### config.mk
export PLATFORM = sky130hd
export DESIGN_NAME = stx_etx_length_frame_parser
export DESIGN_NICKNAME = d
export VERILOG_FILES = /design/src/sefp_pkg.sv /design/src/sefp_cfg_regs.sv /design/src/sefp_in_stage.sv /design/src/sefp_core.sv /design/src/sefp_out_stage.sv /design/src/stx_etx_length_frame_parser.sv
export SDC_FILE = /design/constraint.sdc
export NUM_CORES = 1
export LEC_CHECK = 0
export ABC_AREA = 1
export BUFFER_PORTS_ARGS = -buffer_cell sky130_fd_sc_hd__buf_2
export CAP_MARGIN = 15
export CORE_MARGIN = 3
export CORE_UTILIZATION = 30
export DETAILED_ROUTE_END_ITERATION = 7
export PLACE_DENSITY = 0.54
export SLEW_MARGIN = 10
export SYNTH_ARGS = -nofsm -noshare
export SYNTH_HDL_FRONTEND = slang
export SYNTH_HIERARCHICAL = 1
export SYNTH_SLANG_ARGS = --single-unit
### constraint.sdc
create_clock -name clk -period 3.03 [get_ports clk]
set_clock_uncertainty 0.05 [all_clocks]
set_input_delay 0.1515 -clock clk [delete_from_list [all_inputs] [get_ports clk]]
set_output_delay 0.1515 -clock clk [all_outputs]
set_load 0.02 [all_outputs]
### src/sefp_pkg.sv
// Shared types, codes and the identifier table of the STX/ETX frame parser.
// No dependencies.
package sefp_pkg;

    localparam int ID_COUNT = 23;

    // Configuration register indexes.
    localparam logic [1:0] CFG_START_CODE  = 2'd0;
    localparam logic [1:0] CFG_END_CODE    = 2'd1;
    localparam logic [1:0] CFG_MAX_LENGTH  = 2'd2;
    localparam logic [1:0] CFG_DISC_TMO    = 2'd3;

    // Result event kinds.
    localparam logic [2:0] EV_NONE    = 3'd0;
    localparam logic [2:0] EV_PAYLOAD = 3'd1;
    localparam logic [2:0] EV_ACCEPT  = 3'd2;
    localparam logic [2:0] EV_REJECT  = 3'd3;
    localparam logic [2:0] EV_RESYNC  = 3'd4;

    // Reject reasons.
    localparam logic [2:0] ERR_NONE     = 3'd0;
    localparam logic [2:0] ERR_NO_START = 3'd1;
    localparam logic [2:0] ERR_BAD_LEN  = 3'd2;
    localparam logic [2:0] ERR_NO_END   = 3'd3;
    localparam logic [2:0] ERR_BAD_ID   = 3'd4;
    localparam logic [2:0] ERR_TOO_LONG = 3'd5;

    // Header byte positions.
    localparam logic [2:0] HDR_START   = 3'd0;
    localparam logic [2:0] HDR_LAST_DIGIT = 3'd3;
    localparam logic [2:0] HDR_ID0     = 3'd4;
    localparam logic [2:0] HDR_LAST    = 3'd5;

    localparam logic [15:0] ID_TABLE [ID_COUNT] = '{
        "PG", "PS", "VS", "VE", "SG", "DG",
        "CG", "CS", "CN", "CR", "TS", "TG",
        "M0", "M1", "M2", "M3", "M4", "M5",
        "M6", "M7", "M8", "M9", "MA"
    };

    typedef enum logic [1:0] {
        PH_HEADER,
        PH_PAYLOAD,
        PH_END,
        PH_DISCARD
    } phase_t;

    typedef struct packed {
        logic [7:0]  start_code;
        logic [7:0]  end_code;
        logic [9:0]  max_payload_length;
        logic [15:0] discard_timeout;
    } cfg_t;

    typedef struct packed {
        logic [7:0] rx_byte;
        logic       is_tick;
    } item_t;

    typedef struct packed {
        logic [2:0] event_kind;
        logic [7:0] payload_byte;
        logic       last_payload;
        logic [4:0] command_index;
        logic [2:0] error_code;
        logic       resync_by_timeout;
    } result_t;

    typedef struct packed {
        logic       found;
        logic [4:0] index;
    } id_hit_t;

    // Parallel compare of the two identifier bytes against the code table.
    function automatic id_hit_t id_lookup(input logic [7:0] c0, input logic [7:0] c1);
        id_hit_t hit;
        hit = '0;
        for (int i = 0; i < ID_COUNT; i++) begin
            if (!hit.found && ID_TABLE[i] == {c0, c1}) begin
                hit.found = 1'b1;
                hit.index = 5'(i);
            end
        end
        return hit;
    endfunction

endpackage

### src/sefp_cfg_regs.sv
// Configuration register bank of the frame parser.
// Depends on sefp_pkg.
module sefp_cfg_regs (
    input  logic              clk,
    input  logic              rst_n,
    input  logic              cfg_we,
    input  logic [1:0]        cfg_index,
    input  logic [15:0]       cfg_data,
    output sefp_pkg::cfg_t    cfg
);
    import sefp_pkg::*;

    cfg_t cfg_reg;

    always_ff @(posedge clk or negedge rst_n)
    begin
        if (!rst_n)
        begin
            cfg_reg.start_code         <= 8'd2;
            cfg_reg.end_code           <= 8'd3;
            cfg_reg.max_payload_length <= 10'd255;
            cfg_reg.discard_timeout    <= 16'd500;
        end
        else if (cfg_we)
        begin
            case (cfg_index)
                CFG_START_CODE: cfg_reg.start_code         <= cfg_data[7:0];
                CFG_END_CODE:   cfg_reg.end_code           <= cfg_data[7:0];
                CFG_MAX_LENGTH: cfg_reg.max_payload_length <= cfg_data[9:0];
                CFG_DISC_TMO:   cfg_reg.discard_timeout    <= cfg_data;
                default:        cfg_reg                    <= cfg_reg;
            endcase
        end
    end

    assign cfg = cfg_reg;

endmodule

### src/sefp_in_stage.sv
// Input register of the frame parser: holds one accepted item until it moves on.
// Depends on sefp_pkg.
module sefp_in_stage (
    input  logic            clk,
    input  logic            rst_n,
    input  logic            in_valid,
    output logic            in_stall,
    input  sefp_pkg::item_t in_item,
    input  logic            advance,
    output logic            item_valid,
    output sefp_pkg::item_t item
);
    import sefp_pkg::*;

    logic  valid_reg;
    logic  valid_next;
    item_t item_reg;
    logic  take;

    // Stall only while a held item cannot move on this cycle.
    assign in_stall   = valid_reg && !advance;
    assign take       = in_valid && !in_stall;
    assign valid_next = take ? 1'b1 : (advance ? 1'b0 : valid_reg);

    always_ff @(posedge clk or negedge rst_n)
    begin
        if (!rst_n)
        begin
            valid_reg <= 1'b0;
        end
        else
        begin
            valid_reg <= valid_next;
        end
    end

    always_ff @(posedge clk)
    begin
        if (take)
        begin
            item_reg <= in_item;
        end
    end

    assign item_valid = valid_reg;
    assign item       = item_reg;

endmodule

### src/sefp_core.sv
// Frame parsing state and the one-step update applied to each item.
// Depends on sefp_pkg.
module sefp_core (
    input  logic              clk,
    input  logic              rst_n,
    input  sefp_pkg::cfg_t    cfg,
    input  sefp_pkg::item_t   item,
    input  logic              advance,
    output sefp_pkg::result_t result
);
    import sefp_pkg::*;

    phase_t      phase_reg,        phase_next;
    logic [2:0]  header_count_reg, header_count_next;
    logic        header_ok_reg,    header_ok_next;
    logic        start_bad_reg,    start_bad_next;
    logic [9:0]  length_accum_reg, length_accum_next;
    logic [7:0]  id0_reg,          id0_next;
    logic [7:0]  id1_reg,          id1_next;
    logic [9:0]  payload_left_reg, payload_left_next;
    logic [15:0] discard_ticks_reg, discard_ticks_next;

    logic [16:0] ticks_inc;
    logic [12:0] len_sum;
    logic [3:0]  digit;
    logic        last;
    id_hit_t     hit;
    result_t     res;

    assign ticks_inc = {1'b0, discard_ticks_reg} + 17'd1;
    assign digit     = 4'(item.rx_byte - 8'h30);
    assign len_sum   = {length_accum_reg, 3'b000} + {2'b00, length_accum_reg, 1'b0}
                     + {9'd0, digit};
    assign last      = (payload_left_reg <= 10'd1);
    assign hit       = id_lookup(id0_reg, id1_reg);

    always_comb
    begin
        phase_next         = phase_reg;
        header_count_next  = header_count_reg;
        header_ok_next     = header_ok_reg;
        start_bad_next     = start_bad_reg;
        length_accum_next  = length_accum_reg;
        id0_next           = id0_reg;
        id1_next           = id1_reg;
        payload_left_next  = payload_left_reg;
        discard_ticks_next = discard_ticks_reg;
        res                = '0;

        if (phase_reg == PH_DISCARD)
        begin
            if (item.is_tick)
            begin
                if (ticks_inc > {1'b0, cfg.discard_timeout})
                begin
                    phase_next            = PH_HEADER;
                    header_count_next     = HDR_START;
                    discard_ticks_next    = '0;
                    res.event_kind        = EV_RESYNC;
                    res.resync_by_timeout = 1'b1;
                end
                else
                begin
                    discard_ticks_next = ticks_inc[15:0];
                end
            end
            else if (item.rx_byte == cfg.end_code)
            begin
                phase_next         = PH_HEADER;
                header_count_next  = HDR_START;
                discard_ticks_next = '0;
                res.event_kind     = EV_RESYNC;
            end
        end
        else if (!item.is_tick)
        begin
            case (phase_reg)
                PH_HEADER:
                begin
                    if (header_count_reg == HDR_START)
                    begin
                        header_ok_next    = (item.rx_byte == cfg.start_code);
                        start_bad_next    = (item.rx_byte != cfg.start_code);
                        length_accum_next = '0;
                    end
                    else if (header_count_reg <= HDR_LAST_DIGIT)
                    begin
                        if (item.rx_byte inside {[8'h30:8'h39]})
                        begin
                            length_accum_next = len_sum[9:0];
                        end
                        else
                        begin
                            header_ok_next = 1'b0;
                        end
                    end
                    else if (header_count_reg == HDR_ID0)
                    begin
                        id0_next = item.rx_byte;
                    end
                    else
                    begin
                        id1_next = item.rx_byte;
                    end

                    if (header_count_reg == HDR_LAST)
                    begin
                        // Judge the header once all six bytes are in.
                        header_count_next = HDR_START;
                        if (!header_ok_reg)
                        begin
                            res.event_kind     = EV_REJECT;
                            res.error_code     = start_bad_reg ? ERR_NO_START : ERR_BAD_LEN;
                            phase_next         = PH_DISCARD;
                            discard_ticks_next = '0;
                        end
                        else if (length_accum_reg > cfg.max_payload_length)
                        begin
                            res.event_kind     = EV_REJECT;
                            res.error_code     = ERR_TOO_LONG;
                            phase_next         = PH_DISCARD;
                            discard_ticks_next = '0;
                        end
                        else if (length_accum_reg == '0)
                        begin
                            phase_next = PH_END;
                        end
                        else
                        begin
                            payload_left_next = length_accum_reg;
                            phase_next        = PH_PAYLOAD;
                        end
                    end
                    else
                    begin
                        header_count_next = header_count_reg + 3'd1;
                    end
                end

                PH_PAYLOAD:
                begin
                    res.event_kind    = EV_PAYLOAD;
                    res.payload_byte  = item.rx_byte;
                    res.last_payload  = last;
                    payload_left_next = last ? 10'd0 : payload_left_reg - 10'd1;
                    if (last)
                    begin
                        phase_next = PH_END;
                    end
                end

                PH_END:
                begin
                    if (item.rx_byte != cfg.end_code)
                    begin
                        res.event_kind     = EV_REJECT;
                        res.error_code     = ERR_NO_END;
                        phase_next         = PH_DISCARD;
                        discard_ticks_next = '0;
                    end
                    else
                    begin
                        phase_next        = PH_HEADER;
                        header_count_next = HDR_START;
                        if (hit.found)
                        begin
                            res.event_kind    = EV_ACCEPT;
                            res.command_index = hit.index;
                        end
                        else
                        begin
                            res.event_kind = EV_REJECT;
                            res.error_code = ERR_BAD_ID;
                        end
                    end
                end

                default:
                begin
                    phase_next = PH_HEADER;
                end
            endcase
        end
    end

    always_ff @(posedge clk or negedge rst_n)
    begin
        if (!rst_n)
        begin
            phase_reg         <= PH_HEADER;
            header_count_reg  <= HDR_START;
            header_ok_reg     <= 1'b1;
            start_bad_reg     <= 1'b0;
            length_accum_reg  <= '0;
            id0_reg           <= '0;
            id1_reg           <= '0;
            payload_left_reg  <= '0;
            discard_ticks_reg <= '0;
        end
        else if (advance)
        begin
            phase_reg         <= phase_next;
            header_count_reg  <= header_count_next;
            header_ok_reg     <= header_ok_next;
            start_bad_reg     <= start_bad_next;
            length_accum_reg  <= length_accum_next;
            id0_reg           <= id0_next;
            id1_reg           <= id1_next;
            payload_left_reg  <= payload_left_next;
            discard_ticks_reg <= discard_ticks_next;
        end
    end

    assign result = res;

endmodule

### src/sefp_out_stage.sv
// Result register with a skid entry, so a stalled receiver does not stop intake until the skid entry is full.
// Depends on sefp_pkg.
module sefp_out_stage (
    input  logic              clk,
    input  logic              rst_n,
    input  logic              push,
    input  sefp_pkg::result_t push_data,
    output logic              can_accept,
    output logic              out_valid,
    input  logic              out_stall,
    output sefp_pkg::result_t out_data
);
    import sefp_pkg::*;

    logic    main_valid_reg, main_valid_next;
    logic    skid_valid_reg, skid_valid_next;
    result_t main_reg;
    result_t skid_reg;
    logic    pop;
    logic    load_main;
    logic    load_skid;

    assign pop        = main_valid_reg && !out_stall;
    assign can_accept = !skid_valid_reg;
    assign load_main  = !skid_valid_reg && push && (!main_valid_reg || pop);
    assign load_skid  = !skid_valid_reg && push && main_valid_reg && !pop;

    always_comb
    begin
        main_valid_next = main_valid_reg;
        skid_valid_next = skid_valid_reg;
        if (skid_valid_reg)
        begin
            if (pop)
            begin
                skid_valid_next = 1'b0;
            end
        end
        else if (load_main)
        begin
            main_valid_next = 1'b1;
        end
        else if (load_skid)
        begin
            skid_valid_next = 1'b1;
        end
        else if (pop)
        begin
            main_valid_next = 1'b0;
        end
    end

    always_ff @(posedge clk or negedge rst_n)
    begin
        if (!rst_n)
        begin
            main_valid_reg <= 1'b0;
            skid_valid_reg <= 1'b0;
        end
        else
        begin
            main_valid_reg <= main_valid_next;
            skid_valid_reg <= skid_valid_next;
        end
    end

    always_ff @(posedge clk)
    begin
        if (skid_valid_reg && pop)
        begin
            main_reg <= skid_reg;
        end
        else if (load_main)
        begin
            main_reg <= push_data;
        end
        if (load_skid)
        begin
            skid_reg <= push_data;
        end
    end

    assign out_valid = main_valid_reg;
    assign out_data  = main_reg;

endmodule

### src/stx_etx_length_frame_parser.sv
// STX/ETX length-prefixed frame parser: top level.
// Depends on sefp_pkg, sefp_cfg_regs, sefp_in_stage, sefp_core, sefp_out_stage.
//
// Usage:
//   The input channel carries one item per handshake: a received byte, or a
//   time tick when is_tick is high. Every accepted item yields exactly one
//   result item on the output channel, in order; event_kind tells what it is
//   (none, payload byte, frame accepted, frame rejected, resync finished).
//   An accepted item sits in the input register, runs through the
//   combinational parse step and is loaded into the result register, which
//   drives the outputs. Throughput is one item per cycle while the result
//   path has room, set by the single parse step between the input register
//   and the result register.
//   When the receiver stalls, the result register holds and a skid entry
//   takes one more result. in_stall is high in every cycle in which the skid
//   entry is full and an item is held.
//   Configuration registers are written through cfg_we/cfg_index/cfg_data
//   while the block is idle; the user is bound to this, the block itself
//   does not enforce it. Reset clears the pipeline, returns the parser to
//   header collection and loads the register defaults (start 2, end 3,
//   maximum length 255, discard timeout 500 ticks).
module stx_etx_length_frame_parser (
    input  logic        clk,
    input  logic        rst_n,
    input  logic        cfg_we,
    input  logic [1:0]  cfg_index,
    input  logic [15:0] cfg_data,
    input  logic        in_valid,
    output logic        in_stall,
    input  logic [7:0]  rx_byte,
    input  logic        is_tick,
    output logic        out_valid,
    input  logic        out_stall,
    output logic [2:0]  event_kind,
    output logic [7:0]  payload_byte,
    output logic        last_payload,
    output logic [4:0]  command_index,
    output logic [2:0]  error_code,
    output logic        resync_by_timeout
);
    import sefp_pkg::*;

    cfg_t    cfg;
    item_t   in_item;
    item_t   item;
    logic    item_valid;
    logic    can_accept;
    logic    advance;
    result_t step_result;
    result_t out_data;

    assign in_item.rx_byte = rx_byte;
    assign in_item.is_tick = is_tick;

    // Move the held item into the result path whenever there is room.
    assign advance = item_valid && can_accept;

    sefp_cfg_regs u_cfg (
        .clk       (clk),
        .rst_n     (rst_n),
        .cfg_we    (cfg_we),
        .cfg_index (cfg_index),
        .cfg_data  (cfg_data),
        .cfg       (cfg)
    );

    sefp_in_stage u_in (
        .clk        (clk),
        .rst_n      (rst_n),
        .in_valid   (in_valid),
        .in_stall   (in_stall),
        .in_item    (in_item),
        .advance    (advance),
        .item_valid (item_valid),
        .item       (item)
    );

    // Parse state advances only together with the result it produces.
    sefp_core u_core (
        .clk    (clk),
        .rst_n  (rst_n),
        .cfg    (cfg),
        .item   (item),
        .advance(advance),
        .result (step_result)
    );

    sefp_out_stage u_out (
        .clk        (clk),
        .rst_n      (rst_n),
        .push       (advance),
        .push_data  (step_result),
        .can_accept (can_accept),
        .out_valid  (out_valid),
        .out_stall  (out_stall),
        .out_data   (out_data)
    );

    assign event_kind        = out_data.event_kind;
    assign payload_byte      = out_data.payload_byte;
    assign last_payload      = out_data.last_payload;
    assign command_index     = out_data.command_index;
    assign error_code        = out_data.error_code;
    assign resync_by_timeout = out_data.resync_by_timeout;

endmodule

==> summary.md <==
| Metric | Value |
|---|---|
| Outcome | `finished, violations left` |
| Failing checks | `negative setup slack` |
| GR Util met1 | `0.190` |
| Hold Path Class | `primary input to register` |
| Vias in the first global route | `7,362` |
| H-Tree Depth | `4` |
| Initial antenna violation count | `0` |
| Critical path required time | `about 3300 ps` |
| Cell mode on critical path | `nor2_4` |
| Mean Syn Cell Area | `between 8 and 9 um^2` |
| Leading cell types in the layout, fill and taps excluded | `nand2_1, inv_1, nor2_1, dfrtp_1, nand4_1` |
| Die width | `180 um` |
| Tmin final | `approximately 3200 ps` |
| CTS max path bufs | `2` |
| GR Util met3 | `0.0250` |
| Core area | `approximately 30,000 um^2` |
| Final core occ | `0.383` |
| Diodes inserted | `0` |
| Avg Vias per Cell | `approximately 4.7` |
| Ys Warns | `6` |
| Synthesized instance count | `1,066` |
| Largest net degree at the start of global routing | `59` |
| Total chip power | `a little under 9000 uW` |
| FP Rows | `63` |
| CTS tree | `done` |
| Placed insts | `1,517` |
| Clock-pin transition on the worst setup and hold timing paths | `~70 ps` |
| Asr flop ratio synth | `0.671` |
| Largest register FFs | `42` |
| Met2 global-route usage | `0.232` |
| Clock insertion delay at the later pin of the skew report | `430 ps` |
| Hold Vio Cnt, Final | `0` |
| Yosys cell types | `60` |
| Register bit count reported by yosys | `between 150 and 200` |
| RSZ-0062 raised after global routing | `true` |
| P&R area growth vs syn | `25.3%` |
| Sequential area share after synthesis | `0.458` |
| Post-layout nets | `1,267` |
| CP max stage cell | `dfrtp_1` |
| Pre-Repair DR Iteration Count | `7` |
| Cell area after synthesis | `~9100 um^2` |
| Routed vias | `approximately 7,500` |
| Worst Path Arrival | `3560 ps` |
| # port buffers | `54` |
| Die Ht | `180 um` |
| Syn Nets | `between 1,000 and 1,500` |
| Final Cycle Share | `1.07` |
| Most common cell after layout, fill and taps aside | `nand2_1` |
| Setup CP Type | `register to register` |
| Busiest grt layer | `met2` |
| Initial core utilization | `0.306` |
| Max VDD drop | `between 0.4 and 0.5 mV` |
| Post-DR wirelength/cell | `14.3 um` |
| Clk sinks | `approximately 160` |
| Total gr overflow | `0` |
| Top FF cell, synth | `dfrtp_1` |
| Number of flops mapped to enable cells by yosys | `about 50` |
| DRC Markers | `0` |
| Final setup viols | `25` |
| Worst path cell trace | `ha_2 > nand2_2 > nor2_4 > nand3_2 > or2_4 > clkinv_4 > nand2_8 > nor2_4 > xor2_1 > inv_1 > ha_4 > nand2_4 > nor2_1 > a211oi_1 > nor2_1 > nor2_2 > o211ai_2 > nand2_1 > nand2_2 > buf_6 > nor2_4 > clkbuf_16 > nand3_2 > o21ai_2` |
| Routed wire length | `22,700 um` |
| Worst setup EP type | `register` |
| Number of buffers created by CTS | `17` |
| Setup WS post-layout | `-216 ps` |
| Ratio of cells with drive above 1 in the final layout | `0.223` |
| Non-filler instance count after layout | `1,592` |
| Crit-path max FO | `8` |
| Gr usage total | `0.139` |
| 1st-iter DRT viols | `~600` |
| Fmax | `308 MHz` |
| Slew margin rel. | `0.514` |
| Final hold slack | `approximately 190 ps` |
| GPL Wtd Cong | `between 0.8 and 0.9` |
| Clock Tree Root | `clkbuf_16` |
| Slowest Stage Delay on Critical Path | `350 ps` |
| Total Die Area | `roughly 32,000 um^2` |
| Worst-Margin Slew | `between 700 and 800 ps` |
| Max cap viols | `0` |
| First-pass GRT wire length | `37,400 um` |
| Lkg Pwr | `between 0.005 and 0.006 uW` |
| Pwr/cell area | `just under 800 nW/um^2` |
| I/O Pins | `between 50 and 60` |
| HPWL after DPL | `~16,000 um` |
| Final Max Tran Viols | `0` |
| Routed Antenna Nets | `0` |
| Crit start category | `register` |
[final cells by class]
cell class | instances | area, um^2
Fill cell | 3003 | 18300
Tap cell | 390 | 488
Multi-Input combinational cell | 728 | 4520
Timing Repair Buffer | 137 | 1030
Clock buffer | 18 | 439
Clock inverter | 14 | 183
Sequential cell | 155 | 4160
Inverter | 150 | 568
[cell usage after synthesis (6+ instances only)]
cell type  count  area, um^2
o21ai_0       30         150
a21oi_1       22         110
nor4_1         6        37.5
nand4_1       76         475
nand3_2       11         110
edfxtp_1      51        1530
ha_1          44         551
buf_2         11        55.1
inv_1        129         484
nor3_1        23         115
dfstp_2       18         473
dfrtp_1       86        2150
xnor2_1       10        87.6
nor2_1        95         357
nand2_1      252         946
o21ai_2       12         105
buf_4         10        75.1
o22ai_1       12        75.1
inv_2         18        67.6
nand3_1       42         210
o21ai_1       19        95.1
xor2_1        23         201
[repair_timing]
item,4_1_cts,5_1_grt
hold buffers,28,0
gates cloned,1,0
setup endpoints to repair,25,27
setup buffers,7,7
gates resized for setup,32,46
hold endpoints to repair,75,0
pin swaps,12,18
[power breakdown]
group	internal, uW	switching (uW)
Sequential	2800	377
Clock	1340	927
Combinational	1180	2160
[critical path, delay by kind of cell, from the launching register on]
family	cells	cell delay, ps
and+or+nand+nor	14	1340
buffers and inverters	4	510
adders and majority gates	2	430
DFF	1	350
AOI/OAI and AO/OA	3	340
xor gates and xnor gates	1	160
[worst paths after layout]
kind                                             startpoint                           end  slack [ps]  cells after the start
max in group asynchronous                             rst_n          u_core/header_ok_reg        1920                      3
worst min-delay path                                 cfg_we                  u_cfg/cfg[7]         190                      3
worst max-delay path            u_core/discard_ticks_reg[0]   u_core/discard_ticks_reg[2]        -220                     24
worst min register to register                u_cfg/cfg[23]                 u_cfg/cfg[23]         420                      2
min in group asynchronous                             rst_n  u_core/discard_ticks_reg[13]         210                      2
worst max register to register  u_core/discard_ticks_reg[0]   u_core/discard_ticks_reg[2]        -220                     24
[per-layer routing]
metal	vias to the layer above	wire length (um)
li1	3822	-
met1	3552	10700
met2	159	11000
met3	15	876
met4	0	214
met5	-	0
[cell families (layout without fill, tap and decap cells)]
group           count (synthesis)  count (layout)  share of synthesized area
buf+inv                       183             319                     0.0888
fa+ha+maj                      46              46                     0.0650
flops                         155             155                      0.458
xor+xnor                       33              33                     0.0318
simple gates                  531             531                      0.276
compound gates                118             118                     0.0808
[per-stage QoR]
stage,setup TNS [ps],instance area (um^2),setup WS (ps)
4_1_cts,-5250,11100,-247
3_5_place_dp,-5490,9960,-268
3_3_place_gp,-4350,9960,-209
5_1_grt,-10050,11400,-454
2_1_floorplan,0,9080,20.4
6_report,-4240,11400,-216
Note: power is estimated with default switching activity, not from simulation.
